### src/design/amd_pkg.sv
// Shared types and constants for the adjacency matrix max-degree block.
// Used by the stream interfaces and the top level; depends on nothing.
`timescale 1ns / 1ps

package amd_pkg;

  localparam int MAX_VERTICES = 32;
  // Row address width and width of a degree count.
  localparam int ROW_AW = $clog2(MAX_VERTICES);
  localparam int CNT_W  = $clog2(MAX_VERTICES + 1);
  // Vertex fields and the vertex count register are fixed at six bits.
  localparam int VTX_W  = 6;
  // Width used for vertex numbers, counters and compares inside the block.
  localparam int N_W    = (CNT_W > VTX_W) ? CNT_W : VTX_W;

  localparam logic [VTX_W-1:0] CFG_RESET = 6'd32;

  typedef logic [MAX_VERTICES-1:0] row_t;

  typedef enum logic [1:0] {
    OP_ADD    = 2'd0,
    OP_QUERY  = 2'd1,
    OP_MAXDEG = 2'd2
  } opcode_e;

  typedef enum logic [1:0] {
    KIND_QUERY   = 2'd0,
    KIND_MAXDEG  = 2'd1,
    KIND_INVALID = 2'd2
  } kind_e;

  typedef struct packed {
    logic [1:0]       opcode;
    logic [VTX_W-1:0] first_vertex;
    logic [VTX_W-1:0] second_vertex;
  } in_item_t;

  typedef struct packed {
    logic [1:0]       kind;
    logic             joined;
    logic [VTX_W-1:0] vertex;
    logic [VTX_W-1:0] degree;
    logic             last;
  } out_item_t;

endpackage

### src/design/amd_in_if.sv
// Input stream interface: valid, ready and one command item.
// Depends on amd_pkg.
`timescale 1ns / 1ps

interface amd_in_if;
  import amd_pkg::*;

  logic     valid;
  logic     ready;
  in_item_t data;

  modport source (output valid, output data, input ready);
  modport sink   (input valid, input data, output ready);
endinterface

### src/design/amd_out_if.sv
// Output stream interface: valid, ready and one result item.
// Depends on amd_pkg.
`timescale 1ns / 1ps

interface amd_out_if;
  import amd_pkg::*;

  logic      valid;
  logic      ready;
  out_item_t data;

  modport source (output valid, output data, input ready);
  modport sink   (input valid, input data, output ready);
endinterface

### src/design/amd_ram.sv
// Generic single-write, single-read synchronous RAM with registered read data.
// Standalone; no package dependency.
`timescale 1ns / 1ps

module amd_ram #(
  parameter int WIDTH = 32,
  parameter int DEPTH = 32
) (
  input  logic                     clk_i,
  input  logic                     we_i,
  input  logic [$clog2(DEPTH)-1:0] waddr_i,
  input  logic [WIDTH-1:0]         wdata_i,
  input  logic                     re_i,
  input  logic [$clog2(DEPTH)-1:0] raddr_i,
  output logic [WIDTH-1:0]         rdata_o
);

  logic [WIDTH-1:0] mem_q [DEPTH];

  always_ff @(posedge clk_i) begin
    if (we_i) begin
      mem_q[waddr_i] <= wdata_i;
    end
    if (re_i) begin
      rdata_o <= mem_q[raddr_i];
    end
  end

endmodule

### src/design/adjacency_matrix_max_degree.sv
// Adjacency matrix max-degree block: top level with sequencer and row RAM.
// Depends on amd_pkg, amd_in_if, amd_out_if and amd_ram.
`timescale 1ns / 1ps

// Keeps an undirected graph as one row of bits per vertex in a synchronous RAM;
// rows that were never written read as zero through per-row valid flops, so the
// matrix is empty right after reset with no clearing pass. Each item is handled
// alone by a read-modify-write sequencer on the single RAM read port. Add edge
// reads and writes each mirror row in turn and gives no result. Query reads the
// first vertex's row and tests the second vertex's bit. Max degree streams all n
// rows once to find the best count, then rescans up to the last matching vertex,
// one row per cycle while no match is found; each emitted vertex waits in S_PUT
// until the output register is free. Results sit in an output register, so a new
// item is taken while the last result waits.

module adjacency_matrix_max_degree (
  input  logic                      clk_i,
  input  logic                      rst_ni,
  input  logic                      cfg_we_i,
  input  logic [amd_pkg::VTX_W-1:0] cfg_wdata_i,
  amd_in_if.sink                    in_i,
  amd_out_if.source                 out_o
);
  import amd_pkg::*;

  typedef enum logic [7:0] {
    S_IDLE     = 8'b0000_0001,
    S_ADD_A    = 8'b0000_0010,
    S_ADD_B_RD = 8'b0000_0100,
    S_ADD_B    = 8'b0000_1000,
    S_QUERY    = 8'b0001_0000,
    S_SCAN     = 8'b0010_0000,
    S_EMIT     = 8'b0100_0000,
    S_PUT      = 8'b1000_0000
  } state_e;

  state_e            state_q, state_d;
  logic [VTX_W-1:0]  cfg_q;
  logic [N_W-1:0]    n_eff;
  row_t              act_mask;

  logic [VTX_W-1:0]  a_q, a_d, b_q, b_d;
  logic [N_W-1:0]    v_q, v_d, best_q, best_d, lastv_q, lastv_d;
  logic [N_W-1:0]    scan_idx_q, scan_idx_d;
  logic              scan_vld_q, scan_vld_d;
  out_item_t         res_q, res_d;

  logic              out_valid_q, out_valid_d;
  out_item_t         out_data_q, out_data_d;
  logic              slot_free;

  logic              ram_we, ram_re;
  logic [ROW_AW-1:0] ram_waddr, ram_raddr;
  row_t              ram_wdata, ram_rdata, rd_row;
  logic [MAX_VERTICES-1:0] row_vld_q;
  logic              rd_vld_q;
  logic [N_W-1:0]    deg;

  logic [VTX_W-1:0]  in_a_m1, a_m1, b_m1;
  logic              in_bad;
  logic [N_W-1:0]    v_inc;

  amd_ram #(
    .WIDTH (MAX_VERTICES),
    .DEPTH (MAX_VERTICES)
  ) u_rows (
    .clk_i   (clk_i),
    .we_i    (ram_we),
    .waddr_i (ram_waddr),
    .wdata_i (ram_wdata),
    .re_i    (ram_re),
    .raddr_i (ram_raddr),
    .rdata_o (ram_rdata)
  );

  // Clamp the vertex count into 1..MAX_VERTICES.
  always_comb begin
    n_eff = N_W'(cfg_q);
    if (n_eff == '0) begin
      n_eff = N_W'(1);
    end else if (n_eff > N_W'(MAX_VERTICES)) begin
      n_eff = N_W'(MAX_VERTICES);
    end
    for (int i = 0; i < MAX_VERTICES; i++) begin
      act_mask[i] = (N_W'(i) < n_eff);
    end
  end

  assign rd_row    = rd_vld_q ? ram_rdata : '0;
  assign deg       = N_W'($countones(rd_row & act_mask));
  assign slot_free = !out_valid_q || out_o.ready;
  assign v_inc     = v_q + N_W'(1);

  assign in_a_m1 = in_i.data.first_vertex - VTX_W'(1);
  assign a_m1    = a_q - VTX_W'(1);
  assign b_m1    = b_q - VTX_W'(1);
  assign in_bad  = (in_i.data.first_vertex == '0) || (in_i.data.second_vertex == '0) ||
                   (N_W'(in_i.data.first_vertex) > n_eff) ||
                   (N_W'(in_i.data.second_vertex) > n_eff);

  assign in_i.ready = (state_q == S_IDLE);
  assign out_o.valid = out_valid_q;
  assign out_o.data  = out_data_q;

  always_comb begin
    state_d     = state_q;
    a_d         = a_q;
    b_d         = b_q;
    v_d         = v_q;
    best_d      = best_q;
    lastv_d     = lastv_q;
    scan_idx_d  = scan_idx_q;
    scan_vld_d  = 1'b0;
    res_d       = res_q;
    out_valid_d = out_valid_q && !out_o.ready;
    out_data_d  = out_data_q;
    ram_we      = 1'b0;
    ram_waddr   = a_m1[ROW_AW-1:0];
    ram_wdata   = rd_row;
    ram_re      = 1'b0;
    ram_raddr   = v_q[ROW_AW-1:0];

    unique case (state_q)
      S_IDLE: begin
        if (in_i.valid) begin
          a_d = in_i.data.first_vertex;
          b_d = in_i.data.second_vertex;
          unique case (in_i.data.opcode)
            OP_ADD, OP_QUERY: begin
              if (in_bad) begin
                res_d   = '{kind: KIND_INVALID, joined: 1'b0, vertex: '0,
                            degree: '0, last: 1'b1};
                state_d = S_PUT;
              end else begin
                ram_re    = 1'b1;
                ram_raddr = in_a_m1[ROW_AW-1:0];
                state_d   = (in_i.data.opcode == OP_ADD) ? S_ADD_A : S_QUERY;
              end
            end
            OP_MAXDEG: begin
              v_d     = '0;
              best_d  = '0;
              lastv_d = '0;
              state_d = S_SCAN;
            end
            default: begin
              // unused opcode: drop the item
            end
          endcase
        end
      end

      S_ADD_A: begin
        ram_we    = 1'b1;
        ram_waddr = a_m1[ROW_AW-1:0];
        ram_wdata = rd_row | (row_t'(1) << b_m1[ROW_AW-1:0]);
        state_d   = S_ADD_B_RD;
      end

      S_ADD_B_RD: begin
        // read after the first write lands, so a self loop sees its own bit
        ram_re    = 1'b1;
        ram_raddr = b_m1[ROW_AW-1:0];
        state_d   = S_ADD_B;
      end

      S_ADD_B: begin
        ram_we    = 1'b1;
        ram_waddr = b_m1[ROW_AW-1:0];
        ram_wdata = rd_row | (row_t'(1) << a_m1[ROW_AW-1:0]);
        state_d   = S_IDLE;
      end

      S_QUERY: begin
        res_d   = '{kind: KIND_QUERY, joined: rd_row[b_m1[ROW_AW-1:0]], vertex: '0,
                    degree: '0, last: 1'b1};
        state_d = S_PUT;
      end

      S_SCAN: begin
        if (v_q < n_eff) begin
          ram_re     = 1'b1;
          ram_raddr  = v_q[ROW_AW-1:0];
          scan_idx_d = v_q;
          scan_vld_d = 1'b1;
          v_d        = v_inc;
        end
        if (scan_vld_q) begin
          // ties move the last marker forward
          if (deg >= best_q) begin
            best_d  = deg;
            lastv_d = scan_idx_q;
          end
        end else if (v_q == n_eff) begin
          ram_re    = 1'b1;
          ram_raddr = '0;
          v_d       = '0;
          state_d   = S_EMIT;
        end
      end

      S_EMIT: begin
        if (deg == best_q) begin
          res_d   = '{kind: KIND_MAXDEG, joined: 1'b0, vertex: v_inc[VTX_W-1:0],
                      degree: best_q[VTX_W-1:0], last: (v_q == lastv_q)};
          state_d = S_PUT;
        end else begin
          ram_re    = 1'b1;
          ram_raddr = v_inc[ROW_AW-1:0];
          v_d       = v_inc;
        end
      end

      S_PUT: begin
        if (slot_free) begin
          out_valid_d = 1'b1;
          out_data_d  = res_q;
          if (res_q.last) begin
            state_d = S_IDLE;
          end else begin
            ram_re    = 1'b1;
            ram_raddr = v_inc[ROW_AW-1:0];
            v_d       = v_inc;
            state_d   = S_EMIT;
          end
        end
      end

      default: begin
        state_d = S_IDLE;
      end
    endcase
  end

  always_ff @(posedge clk_i or negedge rst_ni) begin
    if (!rst_ni) begin
      state_q     <= S_IDLE;
      cfg_q       <= CFG_RESET;
      out_valid_q <= 1'b0;
      scan_vld_q  <= 1'b0;
      row_vld_q   <= '0;
      rd_vld_q    <= 1'b0;
    end else begin
      state_q     <= state_d;
      out_valid_q <= out_valid_d;
      scan_vld_q  <= scan_vld_d;
      if (cfg_we_i) begin
        cfg_q <= cfg_wdata_i;
      end
      if (ram_re) begin
        rd_vld_q <= row_vld_q[ram_raddr];
      end
      if (ram_we) begin
        row_vld_q[ram_waddr] <= 1'b1;
      end
    end
  end

  always_ff @(posedge clk_i) begin
    a_q        <= a_d;
    b_q        <= b_d;
    v_q        <= v_d;
    best_q     <= best_d;
    lastv_q    <= lastv_d;
    scan_idx_q <= scan_idx_d;
    res_q      <= res_d;
    out_data_q <= out_data_d;
  end

`ifndef NO_ASSERTIONS
  // A row read never lines up with a write to the same row.
  a_no_rw_collide: assert property (@(posedge clk_i) disable iff (!rst_ni)
    (ram_we && ram_re) |-> (ram_waddr != ram_raddr))
    else $error("row read and write collide");

  // The best degree never exceeds the number of vertices in use.
  a_best_bound: assert property (@(posedge clk_i) disable iff (!rst_ni)
    (state_q == S_EMIT) |-> (best_q <= n_eff))
    else $error("best degree out of range");

  // The emit pass never runs past the last matching vertex.
  a_emit_bound: assert property (@(posedge clk_i) disable iff (!rst_ni)
    (state_q == S_EMIT) |-> (v_q <= lastv_q))
    else $error("emit pass ran past the last match");

  // Handing off a final result returns the sequencer to idle.
  a_last_idle: assert property (@(posedge clk_i) disable iff (!rst_ni)
    (state_q == S_PUT && slot_free && res_q.last) |=> (state_q == S_IDLE))
    else $error("final result did not end the item");
`endif

endmodule

### src/flat_wrapper.sv
// flat-port wrapper written by rule: the top's interface ports become plain ports
module adjacency_matrix_max_degree_flat import amd_pkg::*;
  (clk_i, rst_ni, cfg_we_i, cfg_wdata_i, in_i_valid, in_i_data, in_i_ready, out_o_valid, out_o_data, out_o_ready);
  amd_in_if in_i_i ();
  amd_out_if out_o_i ();
  input  logic clk_i;
  input  logic rst_ni;
  input  logic cfg_we_i;
  input  logic [amd_pkg::VTX_W-1:0] cfg_wdata_i;
  input wire logic [$bits(in_i_i.valid)-1:0] in_i_valid;
  input wire logic [$bits(in_i_i.data)-1:0] in_i_data;
  output wire logic [$bits(in_i_i.ready)-1:0] in_i_ready;
  output wire logic [$bits(out_o_i.valid)-1:0] out_o_valid;
  output wire logic [$bits(out_o_i.data)-1:0] out_o_data;
  input wire logic [$bits(out_o_i.ready)-1:0] out_o_ready;
  assign in_i_i.valid = in_i_valid;
  assign in_i_i.data = in_i_data;
  assign in_i_ready = in_i_i.ready;
  assign out_o_valid = out_o_i.valid;
  assign out_o_data = out_o_i.data;
  assign out_o_i.ready = out_o_ready;
  adjacency_matrix_max_degree u_core (.clk_i(clk_i), .rst_ni(rst_ni), .cfg_we_i(cfg_we_i), .cfg_wdata_i(cfg_wdata_i), .in_i(in_i_i), .out_o(out_o_i));
endmodule
### config.mk
export PLATFORM = sky130hd
export DESIGN_NAME = adjacency_matrix_max_degree_flat
export DESIGN_NICKNAME = d
export VERILOG_FILES = /design/src/design/amd_pkg.sv /design/src/design/amd_in_if.sv /design/src/design/amd_out_if.sv /design/src/design/amd_ram.sv /design/src/design/adjacency_matrix_max_degree.sv /design/src/flat_wrapper.sv
export SDC_FILE = /design/constraint.sdc
export NUM_CORES = 2
export LEC_CHECK = 0
export ABC_AREA = 1
export BUFFER_PORTS_ARGS = -buffer_cell sky130_fd_sc_hd__buf_4
export CELL_PAD_IN_SITES_DETAIL_PLACEMENT = 1
export CELL_PAD_IN_SITES_GLOBAL_PLACEMENT = 1
export CORE_ASPECT_RATIO = 1.25
export CORE_MARGIN = 4
export CORE_UTILIZATION = 25
export DETAILED_ROUTE_END_ITERATION = 7
export PLACE_DENSITY = 0.56
export SYNTH_ARGS = -nofsm -noshare
export SYNTH_HDL_FRONTEND = slang
export SYNTH_SLANG_ARGS = --single-unit
### constraint.sdc
create_clock -name clk_i -period 15.4 [get_ports clk_i]
set_input_delay 0.77 -clock clk_i [delete_from_list [all_inputs] [get_ports clk_i]]
set_output_delay 0.77 -clock clk_i [all_outputs]
set_load 0.01 [all_outputs]
==> impl_metrics.yaml <==
critical_path:
  reg2reg_to: "u_core.u_rows.rdata_o[0]"
  cp-end-kind: "flop"
  worstPathArrival_ps: 10860
  r2r_start: "u_core.cfg_q[2]"
  critical_path.max_fanout: 212
  ff2ff_path_depth: 41
  r2r_slack_ps: 5020
  cp-start-kind: "flop"
  cpPeakStageDelay_ps: 870
  cp-startpoint: "u_core.cfg_q[2]"
  path_class: "reg2reg"
  worst-endpoint-required_ps: 15880
  cp_common_cell: "nand2_1"
  setup.worst_path.end: "u_core.u_rows.rdata_o[0]"
  slowest_stage: "buf_4"
global_routing:
  busiest_layer: "met2"
  met3_usage_pct: 1.75
  first_global_vias: 34759
  use_met1_pct: 18.3
  grt_max_degree: 213
  grt_use_total_pct: 14.8
  antenna_found_initial: 1
  grt_pass1_wl_um: 235000
  overflow: 0
  grtUsageMet2_pct: 26.5
cts:
  post_cts.repair.setup_buffers: 0
  ctsHoldBuffers: 0
  insertion_delay_ps: 730
  clock_path_buffers: 3
  clk_pin_slew_ps: 60
  cts_tree: "done"
  htreeDepth: 3
  cts_num_sinks: 1171
  cts-buffers-inserted: 112
  cts_resized: 0
  cts-root-buf: "clkbuf_16"
yosys:
  synthTopCellsByArea: "edfxtp_1 (66%), o211ai_1 (7.6%), nand2_1 (6.1%)"
  synth_nets: 4497
  yosysTopAreaCell: "edfxtp_1"
  yosysTopAreaCellShare_pct: 65.7
  synth.most_common_cell: "edfxtp_1"
  ys_types: 45
  syn-instance-count: 4393
  yosys_register_bits: 1171
  synth-async-reset-ratio_pct: 4.18
  syn_area_um2: 51300
  ys_seq_area_share_pct: 68.0
  yosysWarnings: 0
  synth_edf_count: 1122
  synth_common_cells: "edfxtp_1 (1122), nand2_1 (835), inv_1 (699), o211ai_1 (519), nand3_1 (447)"
  syn_area_per_cell_um2: 11.7
  yosys_most_used_dff: "edfxtp_1"
floorplan:
  num_io_pins: 43
  die_w_um: 413
  coreArea_um2: 204000
  die_area_um2: 213000
  initial_core_util_pct: 25.2
  fp-row-count: 185
  dieHeight_um: 515
outcome:
  status: "complete, no violations"
sta:
  final.period_utilization_pct: 67.4
  slew_headroom_pct: 9.64
  tightest_slew_ps: 1360
  slew_viol_final: 0
  totalNegativeSetupSlack_ps: 0
  rsz0062_at_grt: "false"
  fin_skew_ps: 15.4
  finalSetupViolCount: 0
  period_needed_ps: 10380
  max_freq_mhz: 96.4
  finalHoldViolCount: 0
  hold_ws_ps: 85.4
detailed_routing:
  drtAntennaViolNets: 0
  via_count: 33583
  vias_per_cell: 4.67
  avgRoutedWirePerCell_um: 22.1
  drtIter0Drc: 2472
  wirelength_um: 159000
  drc: 0
  dr.pass1.iters: 5
placement:
  gp_congestion: 0.846
  port_buffers: 42
  hpwl_um: 86900
  place_area_um2: 55000
hold_path:
  min_path_type: "in2async"
cells_and_area:
  area.growth.synth_to_final_pct: 14.2
  layout.nets: 4495
  fin_util_pct: 28.8
  drive_gt1_share_pct: 8.61
  fin_area_um2: 58600
run:
  maxCapViolCount: 0
-- cell type report --
| cell class | count | area (um^2) |
|---|---|---|
| Antenna cell | 2 | 5.00 |
| Timing Repair Buffer | 131 | 1030 |
| Multi-Input combinational cell | 2269 | 13000 |
| Clock buffer | 144 | 2960 |
| Clock inverter | 63 | 626 |
| Tap cell | 2711 | 3390 |
| Sequential cell | 1171 | 34900 |
| Inverter | 706 | 2670 |
| Fill cell | 22439 | 145000 |
-- stage by stage --
stage / std cells / worst slack, ps
CTS: 7194 / 5090
detailed placement: 6987 / 5130
global placement: 6987 / 5210
global route: 7196 / 4270
floorplan: 4393 / 7010
finish: 7197 / 5020
-- critical path, delay by kind of cell (launching register included) --
kind	cells	cell delay (ps)
fa+ha+maj	9	3590
flops	1	440
simple gates	19	3030
compound gates	4	580
buf+inv	9	2340
-- layout by cell type (no fill, tap or decap), drive strengths merged, types with 11 or more instances in the layout --
master	instances
ha	53
xnor2	11
nand2	839
edfxtp	1122
xor2	11
nor2	146
a21oi	21
dfrtp	47
clkbuf	144
fa	26
inv	708
o211ai	519
nand4	24
nor3	16
bufinv	12
clkinv	48
buf	131
nand3	449
o21ai	120
-- worst min path at each step --
stage | start | endpoint | slack (ps)
after detailed placement | u_core.res_q[15] | u_core.out_o.data[15] | 410
after floorplan | u_core.res_q[10] | u_core.out_o.data[10] | 400
after global placement | u_core.res_q[12] | u_core.out_o.data[12] | 400
final | rst_ni | u_core.out_o.valid | 90
after CTS | rst_ni | u_core.scan_vld_q | 70
after global routing | rst_ni | u_core.out_o.valid | 120
-- flip-flops by register name, indices dropped and copies added (netlist names) --
register / flops
u_core.row_vld_q: 32
u_core.out_o.valid: 1
u_core.u_rows.rdata_o: 32
u_core.v_q: 6
u_core.b_q: 5
u_core.cfg_q: 6
u_core.rd_vld_q: 1
u_core.state_q: 8
u_core.res_q: 16
u_core.lastv_q: 6
u_core.best_q: 6
u_core.u_rows.mem_q: 1024
u_core.out_o.data: 16
u_core.scan_idx_q: 6
u_core.scan_vld_q: 1
u_core.a_q: 5
-- per-layer routing --
layer / vias up / part of all wire, %
met1: 17329 / 42
met5: - / 0
met2: 653 / 51
met4: 0 / 3.2
met3: 229 / 3.9
li1: 15372 / -
-- logic make-up (layout without fill, tap and decap cells) --
| family | Yosys count | in the layout | synth area share, % |
|---|---|---|---|
| xor gates and xnor gates | 22 | 22 | 0.375 |
| AOI/OAI and AO/OA | 687 | 687 | 9.40 |
| buffers and inverters | 953 | 1044 | 7.51 |
| adders and majority gates | 79 | 79 | 2.31 |
| and+or+nand+nor | 1481 | 1481 | 12.4 |
| DFF | 1171 | 1171 | 68.0 |
| other | 0 | 2 | 0 |
Power is left out: the tool's default activity adds up to more than one toggle a clock period on the data nets, which glitch-free logic cannot reach.
